$ cat src/rtl/battery_gauge_trimmed_mean_bars_top_assert.svh
// Assertion helpers for the battery gauge block.
`ifndef BATTERY_GAUGE_TRIMMED_MEAN_BARS_TOP_ASSERT_SVH
`define BATTERY_GAUGE_TRIMMED_MEAN_BARS_TOP_ASSERT_SVH

// same-cycle implication
`define BTGM_ASSERT_IMP(lbl, ante, cons, msg) \
  lbl: assert property (@(posedge clk_i) disable iff (!rst_ni) (ante) |-> (cons)) \
    else $error(msg);

// next-cycle implication
`define BTGM_ASSERT_NXT(lbl, ante, cons, msg) \
  lbl: assert property (@(posedge clk_i) disable iff (!rst_ni) (ante) |=> (cons)) \
    else $error(msg);

`endif

$ cat src/rtl/btgm_pkg.sv
`default_nettype none
package btgm_pkg;

  localparam int AdcBits  = 12;
  localparam int Window   = 10;
  localparam int CntW     = $clog2(Window + 1);
  localparam int SumW     = AdcBits + 2;
  localparam int FullW    = AdcBits + 1;
  localparam int MarginW  = 5;
  localparam int MvW      = 13;
  localparam int PctW     = 7;
  localparam int BarsW    = 3;
  // |(avg - empty) * 100| fits in AdcBits + 7 bits
  localparam int NumW     = AdcBits + 7;
  localparam int DenW     = FullW;
  localparam int DivCntW  = $clog2(NumW + 1);

  // divide by three: (x * Div3Recip) >> Div3Shift, exact for x < 2^Div3Shift
  localparam int Div3Shift = 19;
  localparam int Div3RecW  = 18;
  localparam logic [Div3RecW-1:0] Div3Recip = Div3RecW'((1 << Div3Shift) / 3 + 1);

  localparam int CfgIdxW  = 3;
  localparam int CfgDataW = 13;

  localparam int InTdataW  = ((AdcBits + 7) / 8) * 8;
  localparam int OutBits   = AdcBits + MvW + PctW + BarsW + 1;
  localparam int OutTdataW = ((OutBits + 7) / 8) * 8;

  typedef enum logic [CfgIdxW-1:0] {
    CFG_EMPTY_CODE    = 3'd0,
    CFG_FULL_CODE     = 3'd1,
    CFG_RISE_MARGIN   = 3'd2,
    CFG_FALL_MARGIN   = 3'd3,
    CFG_FULL_SCALE_MV = 3'd4
  } btgm_cfg_e;

  typedef enum logic [2:0] {
    ST_COLLECT,
    ST_SUM,
    ST_AVG,
    ST_PREP,
    ST_DIV,
    ST_FIN
  } btgm_state_e;

  // what one sort cell hands to its right neighbor
  typedef struct packed {
    logic               vld;
    logic               gt;
    logic [AdcBits-1:0] val;
  } btgm_link_t;

endpackage
`default_nettype wire

$ cat src/rtl/battery_gauge_trimmed_mean_bars_top.sv
// Channel   | Dir | Handshake                    | Payload (low bit up)
// s_axis    | in  | s_axis_tvalid/s_axis_tready  | adc_sample[11:0]
// m_axis    | out | m_axis_tvalid/m_axis_tready  | adc_average, battery_mv, percent,
//           |     |                              | bars, bars_changed
// cfg       | in  | cfg_valid_i/cfg_ready_o      | cfg_index_i, cfg_data_i
//
// Samples 1..9 of a group are taken one per cycle; each is inserted into a
// chain of ten sort cells in the cycle it is taken.
// The tenth sample starts a run with s_axis_tready low: sum,
// divide by three, scaling, 19 divider steps and then its done flag,
// bar update.
// The result sits in an output register; the next group collects meanwhile,
// and only its final step waits if the previous result was not taken.
// Reset is asynchronous, active low; cfg_ready_o is always high.
`default_nettype none
module battery_gauge_trimmed_mean_bars_top import btgm_pkg::*; (
  input  wire logic                 clk_i,
  input  wire logic                 rst_ni,
  input  wire logic                 s_axis_tvalid,
  output logic                      s_axis_tready,
  input  wire logic [InTdataW-1:0]  s_axis_tdata,   // [11:0] adc_sample
  output logic                      m_axis_tvalid,
  input  wire logic                 m_axis_tready,
  // [11:0] adc_average, [24:12] battery_mv, [31:25] percent, [34:32] bars,
  // [35] bars_changed
  output logic [OutTdataW-1:0]      m_axis_tdata,
  input  wire logic                 cfg_valid_i,
  output logic                      cfg_ready_o,
  input  wire logic [CfgIdxW-1:0]   cfg_index_i,
  input  wire logic [CfgDataW-1:0]  cfg_data_i
);

  `include "battery_gauge_trimmed_mean_bars_top_assert.svh"

  // configuration
  logic [AdcBits-1:0] empty_q;
  logic [FullW-1:0]   full_q;
  logic [MarginW-1:0] rise_q, fall_q;
  logic [MvW-1:0]     fsmv_q;

  assign cfg_ready_o = 1'b1;

  always_ff @(posedge clk_i or negedge rst_ni) begin
    if (!rst_ni) begin
      empty_q <= AdcBits'(2900);
      full_q  <= FullW'(4096);
      rise_q  <= MarginW'(10);
      fall_q  <= MarginW'(5);
      fsmv_q  <= MvW'(4200);
    end else if (cfg_valid_i) begin
      unique case (cfg_index_i)
        CFG_EMPTY_CODE:    empty_q <= cfg_data_i[AdcBits-1:0];
        CFG_FULL_CODE:     full_q  <= cfg_data_i[FullW-1:0];
        CFG_RISE_MARGIN:   rise_q  <= cfg_data_i[MarginW-1:0];
        CFG_FALL_MARGIN:   fall_q  <= cfg_data_i[MarginW-1:0];
        CFG_FULL_SCALE_MV: fsmv_q  <= cfg_data_i[MvW-1:0];
        default: ;
      endcase
    end
  end

  // control
  btgm_state_e     state_q, state_d;
  logic [CntW-1:0] cnt_q;
  logic            accept;
  logic            clr;
  logic            out_free;
  logic            load_out;
  logic            div_start;
  logic            div_done;

  assign accept   = s_axis_tvalid && s_axis_tready;
  assign out_free = !m_axis_tvalid || m_axis_tready;

  always_comb begin
    state_d       = state_q;
    s_axis_tready = 1'b0;
    clr           = 1'b0;
    div_start     = 1'b0;
    load_out      = 1'b0;
    unique case (state_q)
      ST_COLLECT: begin
        s_axis_tready = 1'b1;
        if (s_axis_tvalid && cnt_q == CntW'(Window - 1)) begin
          state_d = ST_SUM;
        end
      end
      ST_SUM: begin
        clr     = 1'b1;
        state_d = ST_AVG;
      end
      ST_AVG: state_d = ST_PREP;
      ST_PREP: begin
        div_start = 1'b1;
        state_d   = ST_DIV;
      end
      ST_DIV: begin
        if (div_done) begin
          state_d = ST_FIN;
        end
      end
      ST_FIN: begin
        if (out_free) begin
          load_out = 1'b1;
          state_d  = ST_COLLECT;
        end
      end
      default: state_d = ST_COLLECT;
    endcase
  end

  always_ff @(posedge clk_i or negedge rst_ni) begin
    if (!rst_ni) begin
      state_q <= ST_COLLECT;
      cnt_q   <= '0;
    end else begin
      state_q <= state_d;
      if (accept) begin
        cnt_q <= (cnt_q == CntW'(Window - 1)) ? '0 : cnt_q + 1'b1;
      end
    end
  end

  // sort chain
  btgm_link_t links [Window+1];

  assign links[0] = '{vld: 1'b1, gt: 1'b0, val: '0};

  for (genvar i = 0; i < Window; i++) begin : g_cell
    btgm_cell u_cell (
      .clk_i     (clk_i),
      .rst_ni    (rst_ni),
      .ins_i     (accept),
      .clr_i     (clr),
      .new_val_i (s_axis_tdata[AdcBits-1:0]),
      .prev_i    (links[i]),
      .link_o    (links[i+1])
    );
  end

  // datapath
  logic [SumW-1:0]               sum_q;
  logic [AdcBits-1:0]            avg_q;
  logic [SumW+Div3RecW-1:0]      avg_prod;
  logic [MvW-1:0]                mv_q;
  logic [AdcBits+MvW-1:0]        mv_prod;
  logic signed [AdcBits:0]       diff_s;
  logic signed [NumW:0]          num_s;
  logic signed [DenW:0]          den_s;
  logic [NumW-1:0]               num_abs;
  logic [DenW-1:0]               den_abs;
  logic                          neg_q, zero_q, ge_q;
  logic [NumW-1:0]               quo;

  assign avg_prod = SumW'(sum_q) * Div3Recip;
  assign mv_prod  = avg_q * fsmv_q;
  assign diff_s   = $signed({1'b0, avg_q}) - $signed({1'b0, empty_q});
  assign num_s    = diff_s * 8'sd100;
  assign den_s    = $signed({1'b0, full_q}) - $signed({2'b00, empty_q});
  // the divider loads these in the scaling cycle
  assign num_abs  = num_s[NumW] ? NumW'(-num_s) : num_s[NumW-1:0];
  assign den_abs  = den_s[DenW] ? DenW'(-den_s) : den_s[DenW-1:0];

  always_ff @(posedge clk_i) begin
    if (state_q == ST_SUM) begin
      // sorted positions 4, 5, 6
      sum_q <= SumW'(links[5].val) + SumW'(links[6].val) + SumW'(links[7].val);
    end
    if (state_q == ST_AVG) begin
      avg_q <= avg_prod[Div3Shift +: AdcBits];
    end
    if (state_q == ST_PREP) begin
      mv_q      <= mv_prod[AdcBits +: MvW];
      neg_q     <= diff_s[AdcBits] ^ den_s[DenW];
      zero_q    <= (den_s == '0);
      ge_q      <= !diff_s[AdcBits];
    end
  end

  btgm_div u_div (
    .clk_i      (clk_i),
    .rst_ni     (rst_ni),
    .start_i    (div_start),
    .dividend_i (num_abs),
    .divisor_i  (den_abs),
    .done_o     (div_done),
    .quotient_o (quo)
  );

  // percent and bars
  logic [PctW-1:0]  pct;
  logic [BarsW-1:0] bar_q, bar_d;
  logic             first_q;
  logic             changed;
  logic [8:0]       up_lim;
  logic [8:0]       dn_lhs;
  logic [8:0]       dn_lim;

  always_comb begin
    if (zero_q) begin
      pct = ge_q ? PctW'(100) : '0;
    end else if (neg_q) begin
      // truncated toward zero, then clamped
      pct = '0;
    end else if (quo > NumW'(100)) begin
      pct = PctW'(100);
    end else begin
      pct = quo[PctW-1:0];
    end
  end

  assign up_lim = 9'(bar_q) * 9'd20 + 9'(rise_q);
  assign dn_lhs = 9'(pct) + 9'(fall_q);
  assign dn_lim = (9'(bar_q) - 9'd1) * 9'd20;

  always_comb begin
    bar_d   = bar_q;
    changed = 1'b0;
    if (!first_q) begin
      if (pct >= PctW'(100))     bar_d = BarsW'(5);
      else if (pct >= PctW'(75)) bar_d = BarsW'(4);
      else if (pct >= PctW'(50)) bar_d = BarsW'(3);
      else if (pct >= PctW'(25)) bar_d = BarsW'(2);
      else                       bar_d = BarsW'(1);
    end else if (9'(pct) >= up_lim) begin
      if (bar_q < BarsW'(5)) begin
        bar_d   = bar_q + 1'b1;
        changed = 1'b1;
      end
    end else if (dn_lhs <= dn_lim) begin
      if (bar_q > BarsW'(1)) begin
        bar_d   = bar_q - 1'b1;
        changed = 1'b1;
      end
    end
  end

  always_ff @(posedge clk_i or negedge rst_ni) begin
    if (!rst_ni) begin
      bar_q         <= BarsW'(1);
      first_q       <= 1'b0;
      m_axis_tvalid <= 1'b0;
    end else begin
      if (load_out) begin
        bar_q         <= bar_d;
        first_q       <= 1'b1;
        m_axis_tvalid <= 1'b1;
      end else if (m_axis_tready) begin
        m_axis_tvalid <= 1'b0;
      end
    end
  end

  always_ff @(posedge clk_i) begin
    if (load_out) begin
      m_axis_tdata <= OutTdataW'({changed, bar_d, pct, mv_q, avg_q});
    end
  end

  `BTGM_ASSERT_IMP(a_cnt_range, 1'b1, cnt_q < CntW'(Window), "sample count out of range")
  `BTGM_ASSERT_IMP(a_pct_range, m_axis_tvalid, m_axis_tdata[31:25] <= PctW'(100),
                   "percent above 100")
  `BTGM_ASSERT_IMP(a_bars_range, m_axis_tvalid,
                   m_axis_tdata[34:32] >= BarsW'(1) && m_axis_tdata[34:32] <= BarsW'(5),
                   "bars out of range")
  `BTGM_ASSERT_IMP(a_mid_sorted, state_q == ST_SUM,
                   links[5].val <= links[6].val && links[6].val <= links[7].val,
                   "middle cells not sorted")
  `BTGM_ASSERT_IMP(a_div_done, div_done, state_q == ST_DIV, "divider done outside wait")
  `BTGM_ASSERT_NXT(a_prep_div, state_q == ST_PREP, state_q == ST_DIV, "divider not started")

endmodule
`default_nettype wire

$ cat src/rtl/btgm_cell.sv
`default_nettype none
module btgm_cell import btgm_pkg::*; (
  input  wire logic               clk_i,
  input  wire logic               rst_ni,
  input  wire logic               ins_i,
  input  wire logic               clr_i,
  input  wire logic [AdcBits-1:0] new_val_i,
  input  wire btgm_link_t         prev_i,
  output btgm_link_t              link_o
);

  logic               vld_q;
  logic [AdcBits-1:0] val_q, val_d;
  logic               gt;
  logic               take;

  assign gt   = vld_q && (val_q > new_val_i);
  // empty cell right of the last filled one, or a cell whose value moves up
  assign take = ins_i && prev_i.vld && (!vld_q || gt);

  always_comb begin
    val_d = val_q;
    if (take) begin
      val_d = prev_i.gt ? prev_i.val : new_val_i;
    end
  end

  always_ff @(posedge clk_i or negedge rst_ni) begin
    if (!rst_ni) begin
      vld_q <= 1'b0;
    end else if (clr_i) begin
      vld_q <= 1'b0;
    end else if (ins_i && prev_i.vld) begin
      vld_q <= 1'b1;
    end
  end

  always_ff @(posedge clk_i) begin
    val_q <= val_d;
  end

  assign link_o = '{vld: vld_q, gt: gt, val: val_q};

endmodule
`default_nettype wire

$ cat src/rtl/btgm_div.sv
`default_nettype none
module btgm_div import btgm_pkg::*; (
  input  wire logic            clk_i,
  input  wire logic            rst_ni,
  input  wire logic            start_i,
  input  wire logic [NumW-1:0] dividend_i,
  input  wire logic [DenW-1:0] divisor_i,
  output logic                 done_o,
  output logic [NumW-1:0]      quotient_o
);

  logic [DivCntW-1:0] cnt_q;
  logic               busy_q;
  logic [NumW-1:0]    quo_q;
  logic [DenW-1:0]    rem_q;
  logic [DenW-1:0]    dvs_q;
  logic [DenW:0]      rem_sh;
  logic               fits;
  logic [DenW:0]      rem_sub;

  // restoring division, one quotient bit per cycle, MSB first
  assign rem_sh  = {rem_q, quo_q[NumW-1]};
  assign fits    = rem_sh >= {1'b0, dvs_q};
  assign rem_sub = rem_sh - {1'b0, dvs_q};

  always_ff @(posedge clk_i or negedge rst_ni) begin
    if (!rst_ni) begin
      busy_q <= 1'b0;
      cnt_q  <= '0;
      done_o <= 1'b0;
    end else begin
      done_o <= 1'b0;
      if (start_i) begin
        busy_q <= 1'b1;
        cnt_q  <= DivCntW'(NumW);
      end else if (busy_q) begin
        cnt_q <= cnt_q - 1'b1;
        if (cnt_q == DivCntW'(1)) begin
          busy_q <= 1'b0;
          done_o <= 1'b1;
        end
      end
    end
  end

  always_ff @(posedge clk_i) begin
    if (start_i) begin
      quo_q <= dividend_i;
      rem_q <= '0;
      dvs_q <= divisor_i;
    end else if (busy_q) begin
      quo_q <= {quo_q[NumW-2:0], fits};
      rem_q <= fits ? rem_sub[DenW-1:0] : rem_sh[DenW-1:0];
    end
  end

  assign quotient_o = quo_q;

endmodule
`default_nettype wire

$ cat config.mk
export PLATFORM = sky130hd
export DESIGN_NAME = battery_gauge_trimmed_mean_bars_top
export DESIGN_NICKNAME = d
export VERILOG_FILES = /design/src/rtl/btgm_pkg.sv /design/src/rtl/battery_gauge_trimmed_mean_bars_top.sv /design/src/rtl/btgm_cell.sv /design/src/rtl/btgm_div.sv
export VERILOG_INCLUDE_DIRS = /design/src /design/src/rtl
export SDC_FILE = /design/constraint.sdc
export NUM_CORES = 1
export LEC_CHECK = 0
export ABC_AREA = 1
export BUFFER_PORTS_ARGS = -buffer_cell sky130_fd_sc_hd__clkbuf_2
export CELL_PAD_IN_SITES_DETAIL_PLACEMENT = 0
export CELL_PAD_IN_SITES_GLOBAL_PLACEMENT = 2
export CORE_ASPECT_RATIO = 0.8
export CORE_MARGIN = 2
export CORE_UTILIZATION = 44
export DETAILED_ROUTE_END_ITERATION = 7
export PLACE_DENSITY_LB_ADDON = 0.1
export SETUP_SLACK_MARGIN = 0.4
export SLEW_MARGIN = 25
export SYNTH_ARGS = -nofsm -noshare
export SYNTH_HDL_FRONTEND = slang
export SYNTH_SLANG_ARGS = --single-unit
$ cat constraint.sdc
create_clock -name clk_i -period 13.76 [get_ports clk_i]
set_clock_uncertainty 0.2 [all_clocks]
set_input_delay 1.376 -clock clk_i [delete_from_list [all_inputs] [get_ports clk_i]]
set_output_delay 1.376 -clock clk_i [all_outputs]
set_load 0.01 [all_outputs]
==> flow_metrics.tcl, run 1 <==
set metrics [dict create \
    result_of_the_run "completed" \
    cts.repair.resized 0 \
    arrival_time_at_the_worst_endpoint_ns 6.39 \
    placement_row_count 80 \
    cts.repair_timing.setup_buffer_count 0 \
    busiest_layer "met2" \
    drt_first_pass_iters 7 \
    combinational_family_with_the_most_area_after_synthesis "adder cells" \
    cts_root_buf "sky130_fd_sc_hd__clkbuf_16" \
    grt_usage_pct 20.8 \
    path_class "reg2reg" \
    finalNetCount 3687 \
    tritoncts "yes" \
    synth.area.mux_share_pct 0 \
    synth_compound_area_share_pct 9.36 \
    grt.met3_usage_pct 3.24 \
    max_frequency_ghz 0.159 \
    cts_hold_repair_buffers 0 \
    htree_levels 2 \
    synth_area_in_simple_gates_pct 16.1 \
    max-slew-margin-rel_pct 32.8 \
    timing.setup.tns_ns 0 \
    place_hpwl_mm 50.2 \
    register_bit_total_from_synthesis 281 \
    final-setup-viol-count 0 \
    clock_path_buffers 3 \
    synth_xor_xnor_area_share_pct 4.05 \
    core-area_mm2 0.0596 \
    netlist_instances 3031 \
    yosys_warnings 0 \
    ys_seq_area_share_pct 30.0 \
    vias 19600 \
    maxSlewViolCount 0 \
    totalWireLength_mm 63.0 \
    initialDrtViolationCount 1172 \
    grt_start_max_net_pins 74 \
    drc 0 \
    synthArstFlopShare_pct 26.3 \
    crit_path_end_kind "register" \
    synthesis.area_mm2 0.0265 \
    number_of_synthesized_flops_with_an_enable_pin 194 \
    cp_max_fo 30 \
    design.die.area_mm2 0.0622 \
    groute.layer.met2.usage_pct 32.5 \
    fin_crit_ns 6.29 \
    overflow 0 \
    start_util_pct 44.5 \
    clock_sinks 281 \
    floorplan.die.height_um 224 \
    timing.final.ws_setup_ns 7.47 \
    critPathRequiredTime_ns 13.85 \
    clkLatencyLatePin_ns 0.56 \
    gp_congestion 0.866 \
    timing.max_cap.violations 0 \
    antenna_found_initial 0 \
    met1_usage_pct 30.3 \
    yosysUniqueCellTypes 61 \
    wire_length_per_cell_after_detailed_routing_um 16.2 \
    number_of_clock_buffers_inserted_by_tritoncts 36 \
    synthFlopType "sky130_fd_sc_hd__edfxtp_1" \
    min_path_type "reg2reg" \
    clkSlewWorstSetupHoldPaths_ns 0.06 \
    final_layout_size_suffix_gt1_share_pct 6.48 \
    period_share_pct 45.7 \
    global_route_wire_length_before_repair_mm 104 \
    area_delta_synth_final_pct 8.89 \
    cp-start-kind "register" \
    design.portCount 80 \
    vias_per_cell 5.02 \
    avgSynthCellArea_um2 8.74 \
    synth-adder-area-share_pct 31.9 \
    port-buffer-count 70 \
    postRouteAntennaNets 0 \
    grt_pass1_vias 19700 \
    tightest_slew_ns 1.01 \
    rsz0062_at_grt "false" \
    dp_slack_ns 7.42 \
    timing.final.hold_violations 0 \
    final_core_utilization_pct 48.4 \
    dieWidth_um 278 \
    antenna-diode-count 0 \
]
-- critical path: stages, from the launching register on --
cell and delay [ns]:
sky130_fd_sc_hd__edfxtp_1 1.00, sky130_fd_sc_hd__ha_1 0.44, sky130_fd_sc_hd__a21o_1 0.21, sky130_fd_sc_hd__nand3_1 0.08, sky130_fd_sc_hd__nand2_1 0.08, sky130_fd_sc_hd__a21oi_1 0.28, sky130_fd_sc_hd__o21ai_1 0.16, sky130_fd_sc_hd__xor2_1 0.32
sky130_fd_sc_hd__ha_1 0.31, sky130_fd_sc_hd__fa_1 0.46, sky130_fd_sc_hd__ha_1 0.32, sky130_fd_sc_hd__ha_1 0.36, sky130_fd_sc_hd__nand2_1 0.11, sky130_fd_sc_hd__inv_1 0.04, sky130_fd_sc_hd__a21oi_1 0.19, sky130_fd_sc_hd__or2_0 0.13
sky130_fd_sc_hd__nand3_1 0.10, sky130_fd_sc_hd__inv_1 0.07, sky130_fd_sc_hd__nand2_1 0.05, sky130_fd_sc_hd__nand2_1 0.70, sky130_fd_sc_hd__nand3_1 0.16, sky130_fd_sc_hd__nand3_1 0.19, sky130_fd_sc_hd__nand2_1 0.07
-- cell usage after synthesis (all sizes together), types with 2 or more instances --
cell type / count / share of area [%]
nor2: 140 / 2.1
nand3b: 10 / 0.38
dfrtp: 58 / 5.5
nor3b: 2 / 0.076
o221ai: 4 / 0.13
dfstp: 16 / 1.6
a21boi: 4 / 0.11
conb: 2 / 0.028
a21o: 14 / 0.40
or2: 8 / 0.19
nand2: 683 / 9.7
ha: 369 / 17
o21a: 4 / 0.11
o211ai: 15 / 0.42
xor2: 84 / 2.9
a31o: 2 / 0.066
xnor2: 35 / 1.2
nand4: 26 / 0.61
dfxtp: 13 / 0.98
edfxtp: 194 / 22
nand3: 113 / 2.2
buf: 14 / 0.36
inv: 534 / 7.6
nor4: 5 / 0.12
o21ai: 208 / 3.9
clkbuf: 48 / 0.68
a221oi: 3 / 0.12
a31oi: 11 / 0.26
nor3: 31 / 0.59
and2: 3 / 0.071
a211oi: 7 / 0.20
a21oi: 155 / 2.9
o21bai: 13 / 0.38
o22ai: 5 / 0.12
fa: 191 / 14
-- cell usage in the layout (no fill, tap or decap), drive strengths merged, types with 4 or more instances in the layout --
master  synthesis  final
or2             8      8
nand3b         10     10
o21ai         208    208
o21bai         13     13
xor2           84     84
a31oi          11     11
edfxtp        194    194
a21oi         155    155
fa            191    191
clkinv          1     12
nor3           31     31
o211ai         15     15
xnor2          35     35
nor2          140    140
inv           534    537
o21a            4      4
conb            2      5
buf            14     11
a211oi          7      7
dfxtp          13     13
o22ai           5      5
a21o           14     14
clkbuf         48    116
dfstp          16     16
dfrtp          58     58
nand4          26     26
o221ai          4      4
nor4            5      5
ha            369    369
nand3         113    113
a21boi          4      4
nand2         683    683
-- area by class of cell --
| cell class | instances | area (um^2) |
|---|---|---|
| clock buffer | 47 | 983 |
| clock inverter | 19 | 184 |
| fill | 5748 | 30700 |
| inverter | 535 | 2010 |
| multi-input combinational | 2156 | 16300 |
| sequential | 281 | 7960 |
| tap | 779 | 975 |
| timing repair buffer | 80 | 432 |
-- logic make-up after synthesis --
| family | count (synthesis) |
|---|---|
| AND/OR/NAND/NOR | 1022 |
| buffers and inverters | 597 |
| adder cells (fa/ha/maj) | 560 |
| AO/OA/AOI/OAI | 450 |
| flip-flops | 281 |
| XOR/XNOR | 119 |
| other | 2 |
-- routing by layer --
metal,routed length [um],part of all wire [%],vias up
li1,-,-,10000
met1,32100,51,9271
met5,0,0,-
met3,2290,3.6,63
met2,27400,44,236
met4,1150,1.8,0
-- final timing paths --
check | from | endpoint | slack, ns | depth (start not counted)
min | mv_q[0] | m_axis_tdata[12] | 0.21 | 0
min in group asynchronous | rst_ni | u_div.done_o | 0.41 | 1
max | avg_q[3] | u_div.quotient_o[18] | 7.47 | 22
max reg2reg | avg_q[3] | u_div.quotient_o[18] | 7.47 | 22
max in group asynchronous | rst_ni | g_cell[6].u_cell.vld_q | 12.09 | 2
min reg2reg | mv_q[0] | m_axis_tdata[12] | 0.21 | 0
-- through the flow --
stage               hold WS, ns  instances  instance area [um^2]
floorplan                 0.200       3034                 26500
global placement          0.205       3831                 27700
detailed placement        0.206       3831                 27700
CTS                       0.215       3897                 28800
global route              0.225       3897                 28900
finish                    0.214       3897                 28900
-- flip-flops by register name, summed over array words and instances (netlist names), 3 cells and up --
signal and count:
u_div.cnt_q 5, rise_q 5, sum_q 14, g_cell.u_cell.val_q 84
state_q 3, u_div.quotient_o 19, mv_q 13, empty_q 12
full_q 13, m_axis_tdata 36, u_div.dvs_q 13, bar_q 3
cnt_q 4, g_cell.u_cell.vld_q 7, fall_q 5, u_div.rem_q 13
fsmv_q 13, avg_q 12
Power of run 1 is left out: the tool's default activity adds up to more than one toggle a clock period on the data nets, which glitch-free logic cannot reach.
==> inputs of run 2 (changes only) <==
Settings changed: ABC_AREA 1 to 0, CORE_UTILIZATION 44 to 39.
Clock period 13.76 ns to 5.5 ns, I/O delays scaled along.
==> run 2 against run 1 <==
Against the previous run: the flow now finishes with violations (setup timing); first-iteration DRC count shrank 35%; sequential share of layout area shrank 2.3 points; highest routed layer unchanged; area after synthesis shrank 3.9%; critical endpoint is now mv_q[12]; core utilization grew 0.49 points; largest cell class unchanged.
==> flow_metrics.tcl, run 2 <==
set metrics [dict create \
    result_of_the_run "finished with violations" \
    violations_in_the_final_reports "setup timing" \
    gp_congestion 0.847 \
    path_class "reg2reg" \
    clock_sinks 281 \
    synth_area_in_simple_gates_pct 12.5 \
    design.portCount 80 \
    postRouteAntennaNets 0 \
    registers.top_by_ff_count "g_cell.u_cell.val_q" \
    start_util_pct 39.6 \
    cp_max_fo 6 \
    dieWidth_um 290 \
    critPathRequiredTime_ns 5.59 \
    clkSlewWorstSetupHoldPaths_ns 0.06 \
    timing.max_cap.violations 0 \
    yosysUniqueCellTypes 85 \
    crit_path_end_kind "register" \
    max_frequency_ghz 0.171 \
    grt_start_max_net_pins 66 \
    layout_common_cells "sky130_fd_sc_hd__ha_1, sky130_fd_sc_hd__inv_1, sky130_fd_sc_hd__nand2_1" \
    critPathMostFrequentCell "sky130_fd_sc_hd__fa_1" \
    wire_length_per_cell_after_detailed_routing_um 17.0 \
    area_delta_synth_final_pct 23.7 \
    period_share_pct 106 \
    initialDrtViolationCount 761 \
    avgSynthCellArea_um2 10.2 \
    finalNetCount 3430 \
    drt_first_pass_iters 6 \
    fin_crit_ns 5.85 \
    fin_cells 3710 \
    placement_row_count 83 \
    cts_root_buf "sky130_fd_sc_hd__clkbuf_16" \
    yosys.area.top_type "sky130_fd_sc_hd__edfxtp_1" \
    final-setup-viol-count 13 \
    yosysMostFrequentCell "sky130_fd_sc_hd__ha_1" \
    port-buffer-count 70 \
    clkLatencyLatePin_ns 0.55 \
    antenna-diode-count 0 \
    register_bit_total_from_synthesis 281 \
    timing.final.ws_setup_ns -0.353 \
    grt_usage_pct 19.2 \
    htree_levels 2 \
    yosys-top-cells-area "sky130_fd_sc_hd__edfxtp_1, sky130_fd_sc_hd__ha_1, sky130_fd_sc_hd__fa_1, sky130_fd_sc_hd__dfrtp_1, sky130_fd_sc_hd__inv_1" \
    layout.cells.most_common "sky130_fd_sc_hd__ha_1" \
    synth.area.mux_share_pct 2.43 \
    design.die.area_mm2 0.0674 \
    synthArstFlopShare_pct 26.3 \
    number_of_clock_buffers_inserted_by_tritoncts 35 \
    drc 0 \
    synth_compound_area_share_pct 10.9 \
    synth_xor_xnor_area_share_pct 3.68 \
    final_layout_size_suffix_gt1_share_pct 23.4 \
    min_path_type "in2reg" \
    synthesis.area_mm2 0.0255 \
    core-area_mm2 0.0644 \
    max_ffs_per_register 84 \
    global_route_wire_length_before_repair_mm 103 \
    rsz0062_at_grt "true" \
    final_core_utilization_pct 48.9 \
    tightest_slew_ns 0.941 \
    number_of_synthesized_flops_with_an_enable_pin 194 \
    cpMaxStageDelayCell "sky130_fd_sc_hd__fa_1" \
    yosys_warnings 0 \
    vias 18500 \
    overflow 0 \
    antenna_found_initial 2 \
    synth_largest_type_area_fraction_pct 22.9 \
    ys_seq_area_share_pct 31.2 \
    total_instance_count_after_detailed_placement 3572 \
    max-slew-margin-rel_pct 37.3 \
    place_hpwl_mm 49.8 \
    floorplan.die.height_um 233 \
    fillers 6038 \
    cp-start-kind "register" \
    clock_path_buffers 3 \
    maxSlewViolCount 0 \
    cpPeakStageDelay_ns 0.54 \
    tritoncts "yes" \
    grt_pass1_vias 19300 \
    timing.setup.tns_ns -2.56 \
    timing.final.hold_violations 0 \
    netlist_instances 2502 \
    totalWireLength_mm 63.1 \
    critical_path.cell_chain "buf_4 -> nand2_2 -> fa_1 -> inv_1 -> fa_1 -> ha_1 -> fa_1 -> fa_1 -> ha_4 -> a2111oi_4 -> o41ai_2 -> o211ai_1 -> a21boi_2 -> o311a_1 -> o41a_1 -> a41o_1 -> o41ai_2 -> xnor2_1" \
    vias_per_cell 4.99 \
    seqCellArea_mm2 0.00796 \
    multi_input_comb_area_mm2 0.0172 \
    synth.cells.most_frequent "sky130_fd_sc_hd__ha_1, sky130_fd_sc_hd__inv_1, sky130_fd_sc_hd__nand2_1" \
    synthFlopType "sky130_fd_sc_hd__edfxtp_1" \
    synth-adder-area-share_pct 33.2 \
    arrival_time_at_the_worst_endpoint_ns 5.95 \
    combinational_family_with_the_most_area_after_synthesis "adder cells" \
]
==> run 2: final timing paths <==
| path | startpoint | endpoint | slack, ns | depth (start not counted) |
|---|---|---|---|---|
| worst max-delay path | avg_q[5] | mv_q[12] | -0.35 | 18 |
| worst min-delay path | cfg_data_i[11] | empty_q[11] | 0.08 | 3 |
| worst max register to register | avg_q[5] | mv_q[12] | -0.35 | 18 |
| worst min register to register | mv_q[11] | m_axis_tdata[23] | 0.22 | 0 |
| max in group asynchronous | rst_ni | fsmv_q[4] | 3.71 | 3 |
| min in group asynchronous | rst_ni | g_cell[2].u_cell.vld_q | 0.15 | 2 |
==> run 2: cell type report <==
class / count / share of cell area (%)
multi-input combinational: 1825 / 54.5
tap: 850 / 3.38
sequential: 281 / 25.3
clock buffer: 48 / 3.28
inverter: 326 / 3.91
timing repair buffer: 364 / 8.84
clock inverter: 16 / 0.806
==> run 2: metal layers <==
layer,track usage [%],vias to the layer above,share of wire (%)
li1,-,9275,-
met1,28.2,8976,51
met2,30.2,211,44
met3,2.48,64,3.0
met4,4.07,0,1.9
met5,0,-,0
==> run 2: metrics by stage <==
| step | instance area (um^2) | hold WS (ns) | setup WS (ns) |
|---|---|---|---|
| after floorplan | 25700 | 0.0544 | -0.241 |
| after global placement | 28400 | 0.197 | -0.501 |
| after detailed placement | 28500 | 0.198 | -0.586 |
| after CTS | 30900 | 0.0641 | -0.372 |
| after global routing | 31500 | 0.0660 | -0.557 |
| final | 31500 | 0.0810 | -0.353 |
==> run 2: critical path, delay by kind of cell, from the launching register on <==
kind / cells / cell delay (ns)
adders and majority gates: 6 / 2.50
DFF: 1 / 0.49
xor gates and xnor gates: 1 / 0.10
buffers and inverters: 2 / 0.23
AOI/OAI and AO/OA: 8 / 2.03
and+or+nand+nor: 1 / 0.06
==> run 2: kinds of logic (layout without fill, tap and decap cells) <==
family	count (synthesis)	count (layout)
AO/OA/AOI/OAI	437	437
XOR/XNOR	107	107
buffers and inverters	399	754
multiplexers	56	56
AND/OR/NAND/NOR	659	659
other	2	5
adder cells (fa/ha/maj)	561	561
flip-flops	281	281
==> run 2: timing repair <==
action | CTS | global route
pin swaps | 83 | 75
gates cloned | 3 | 0
gates resized for setup | 115 | 84
endpoints found under the setup margin | 44 | 46
hold buffers | 12 | 0
setup buffers | 38 | 20
endpoints found under the hold margin | 20 | 0
Power of run 2 is left out for the same reason.
==> inputs of run 3 (changes only) <==
Settings changed: CORE_ASPECT_RATIO 0.8 to 0.6.
==> run 3 against run 2 <==
Against the previous run: the run still ends with setup timing left; critical path type unchanged; cell count shrank 0.35%; sequential cell count is the same; sequential share of layout area grew 0.43 points; via count grew 1.1%; critical endpoint is now avg_q[10]; cell area shrank 1.7%; worst hold slack lost 0.0069 ns.
==> flow_metrics.tcl, run 3 (synthesis results as in run 2) <==
set metrics [dict create \
    floorplan.die.height_um 202 \
    tritoncts "yes" \
    port-buffer-count 70 \
    result_of_the_run "finished with violations" \
    start_util_pct 39.5 \
    dp_slack_ns -0.632 \
    global_route_wire_length_before_repair_mm 107 \
    core-area_mm2 0.0645 \
    antenna_found_initial 2 \
    period_share_pct 108 \
    layout.cells.most_common "sky130_fd_sc_hd__ha_1" \
    final-setup-viol-count 17 \
    postRouteAntennaNets 0 \
    grt_usage_pct 19.8 \
    initialDrtViolationCount 935 \
    timing.final.hold_violations 0 \
    min_path_type "in2reg" \
    design.portCount 80 \
    arrival_time_at_the_worst_endpoint_ns 6.04 \
    path_class "reg2reg" \
    rsz0062_at_grt "true" \
    fin_crit_ns 5.94 \
    finalNetCount 3417 \
    totalWireLength_mm 64.6 \
    maxSlewViolCount 0 \
    wire_length_per_cell_after_detailed_routing_um 17.5 \
    clkSlewWorstSetupHoldPaths_ns 0.06 \
    place_hpwl_mm 51.8 \
    clock_sinks 281 \
    drt_first_pass_iters 7 \
    layout_common_cells "sky130_fd_sc_hd__ha_1, sky130_fd_sc_hd__inv_1, sky130_fd_sc_hd__nand2_1" \
    vias_per_cell 5.07 \
    cp-start-kind "register" \
    placement_row_count 72 \
    antenna-diode-count 0 \
    fillers 6103 \
    tightest_slew_ns 1.01 \
    clock_path_buffers 3 \
    number_of_clock_buffers_inserted_by_tritoncts 35 \
    dieWidth_um 334 \
    max_ffs_per_register 84 \
    grt_pass1_vias 19600 \
    cts_root_buf "sky130_fd_sc_hd__clkbuf_16" \
    vias 18700 \
    critPathRequiredTime_ns 5.60 \
    drc 0 \
    final_core_utilization_pct 48.0 \
    registers.top_by_ff_count "g_cell.u_cell.val_q" \
    area_delta_synth_final_pct 21.6 \
    overflow 0 \
    violations_in_the_final_reports "setup timing" \
    gp_congestion 0.847 \
    timing.final.ws_setup_ns -0.442 \
    timing.max_cap.violations 0 \
    htree_levels 2 \
    grt_start_max_net_pins 57 \
    cp_max_fo 3 \
    final_layout_size_suffix_gt1_share_pct 22.4 \
    crit_path_end_kind "register" \
    design.die.area_mm2 0.0674 \
    max-slew-margin-rel_pct 32.0 \
    clkLatencyLatePin_ns 0.56 \
    max_frequency_ghz 0.168 \
]
[run 3: cell count changes in the layout (fill, tap and decap cells not counted), sizes merged]
cell / before / now
buf: 283 / 270
clkbuf: 117 / 123
bufinv: 5 / 1
clkinv: 8 / 6
clkinvlp: 1 / 0
[run 3: repair_timing]
action	CTS	global route
pin swaps	64	53
buffers inserted	24	17
resized for setup	90	73
hold buffers	12	0
hold endpoints to repair	29	0
endpoints found under the setup margin	44	47
[run 3: per-layer routing]
metal,vias up,wire [um],global-route usage (%)
met5,-,0,0
met4,0,1010,3.67
met3,67,2790,2.79
met2,313,26100,28.9
met1,9109,34700,31.1
li1,9239,-,-
[run 3: worst max-delay path: stages (launching register included)]
cell	delay [ns]
sky130_fd_sc_hd__edfxtp_1	0.43
sky130_fd_sc_hd__ha_4	0.28
sky130_fd_sc_hd__fa_1	0.55
sky130_fd_sc_hd__inv_1	0.07
sky130_fd_sc_hd__fa_1	0.47
sky130_fd_sc_hd__fa_1	0.53
sky130_fd_sc_hd__inv_2	0.04
sky130_fd_sc_hd__fa_1	0.47
sky130_fd_sc_hd__fa_1	0.54
sky130_fd_sc_hd__ha_4	0.21
sky130_fd_sc_hd__a222oi_1	0.29
sky130_fd_sc_hd__o211ai_1	0.17
sky130_fd_sc_hd__a41oi_2	0.28
sky130_fd_sc_hd__o32ai_4	0.15
sky130_fd_sc_hd__a2111oi_4	0.44
sky130_fd_sc_hd__nor3_2	0.12
sky130_fd_sc_hd__o31a_1	0.27
sky130_fd_sc_hd__nor2_1	0.12
sky130_fd_sc_hd__xnor2_1	0.08
[run 3: stage by stage]
| stage | area, um^2 | hold slack (ns) | setup TNS [ns] | std cells |
|---|---|---|---|---|
| 2_1_floorplan | 25700 | 0.0544 | -0.651 | 2505 |
| 3_3_place_gp | 28500 | 0.203 | -6.21 | 3580 |
| 3_5_place_dp | 28500 | 0.208 | -8.94 | 3580 |
| 4_1_cts | 30500 | 0.0497 | -4.20 | 3679 |
| 5_1_grt | 31000 | 0.0751 | -9.09 | 3697 |
| 6_report | 31000 | 0.0741 | -4.83 | 3697 |
[run 3: path summary, 6_finish.rpt]
kind / slack (ns) / endpoint / from / cells past startpoint
min in group asynchronous: 0.21 / u_div.busy_q / rst_ni / 2
max in group asynchronous: 3.73 / fsmv_q[4] / rst_ni / 3
hold / removal: 0.07 / empty_q[6] / cfg_data_i[6] / 3
setup reg to reg: -0.44 / avg_q[10] / sum_q[8] / 18
setup / recovery: -0.44 / avg_q[10] / sum_q[8] / 18
hold reg to reg: 0.20 / m_axis_tdata[21] / mv_q[9] / 0
[run 3: area by class of cell]
type | instances | area (um^2) | share of cell area [%]
Multi-Input combinational cell | 1825 | 17000 | 54.8
Timing Repair Buffer | 351 | 2650 | 8.54
Clock buffer | 54 | 1020 | 3.29
Sequential cell | 281 | 7960 | 25.7
Tap cell | 851 | 1060 | 3.44
Inverter | 326 | 1230 | 3.96
Clock inverter | 9 | 93.8 | 0.303
Power of run 3 is left out for the same reason.
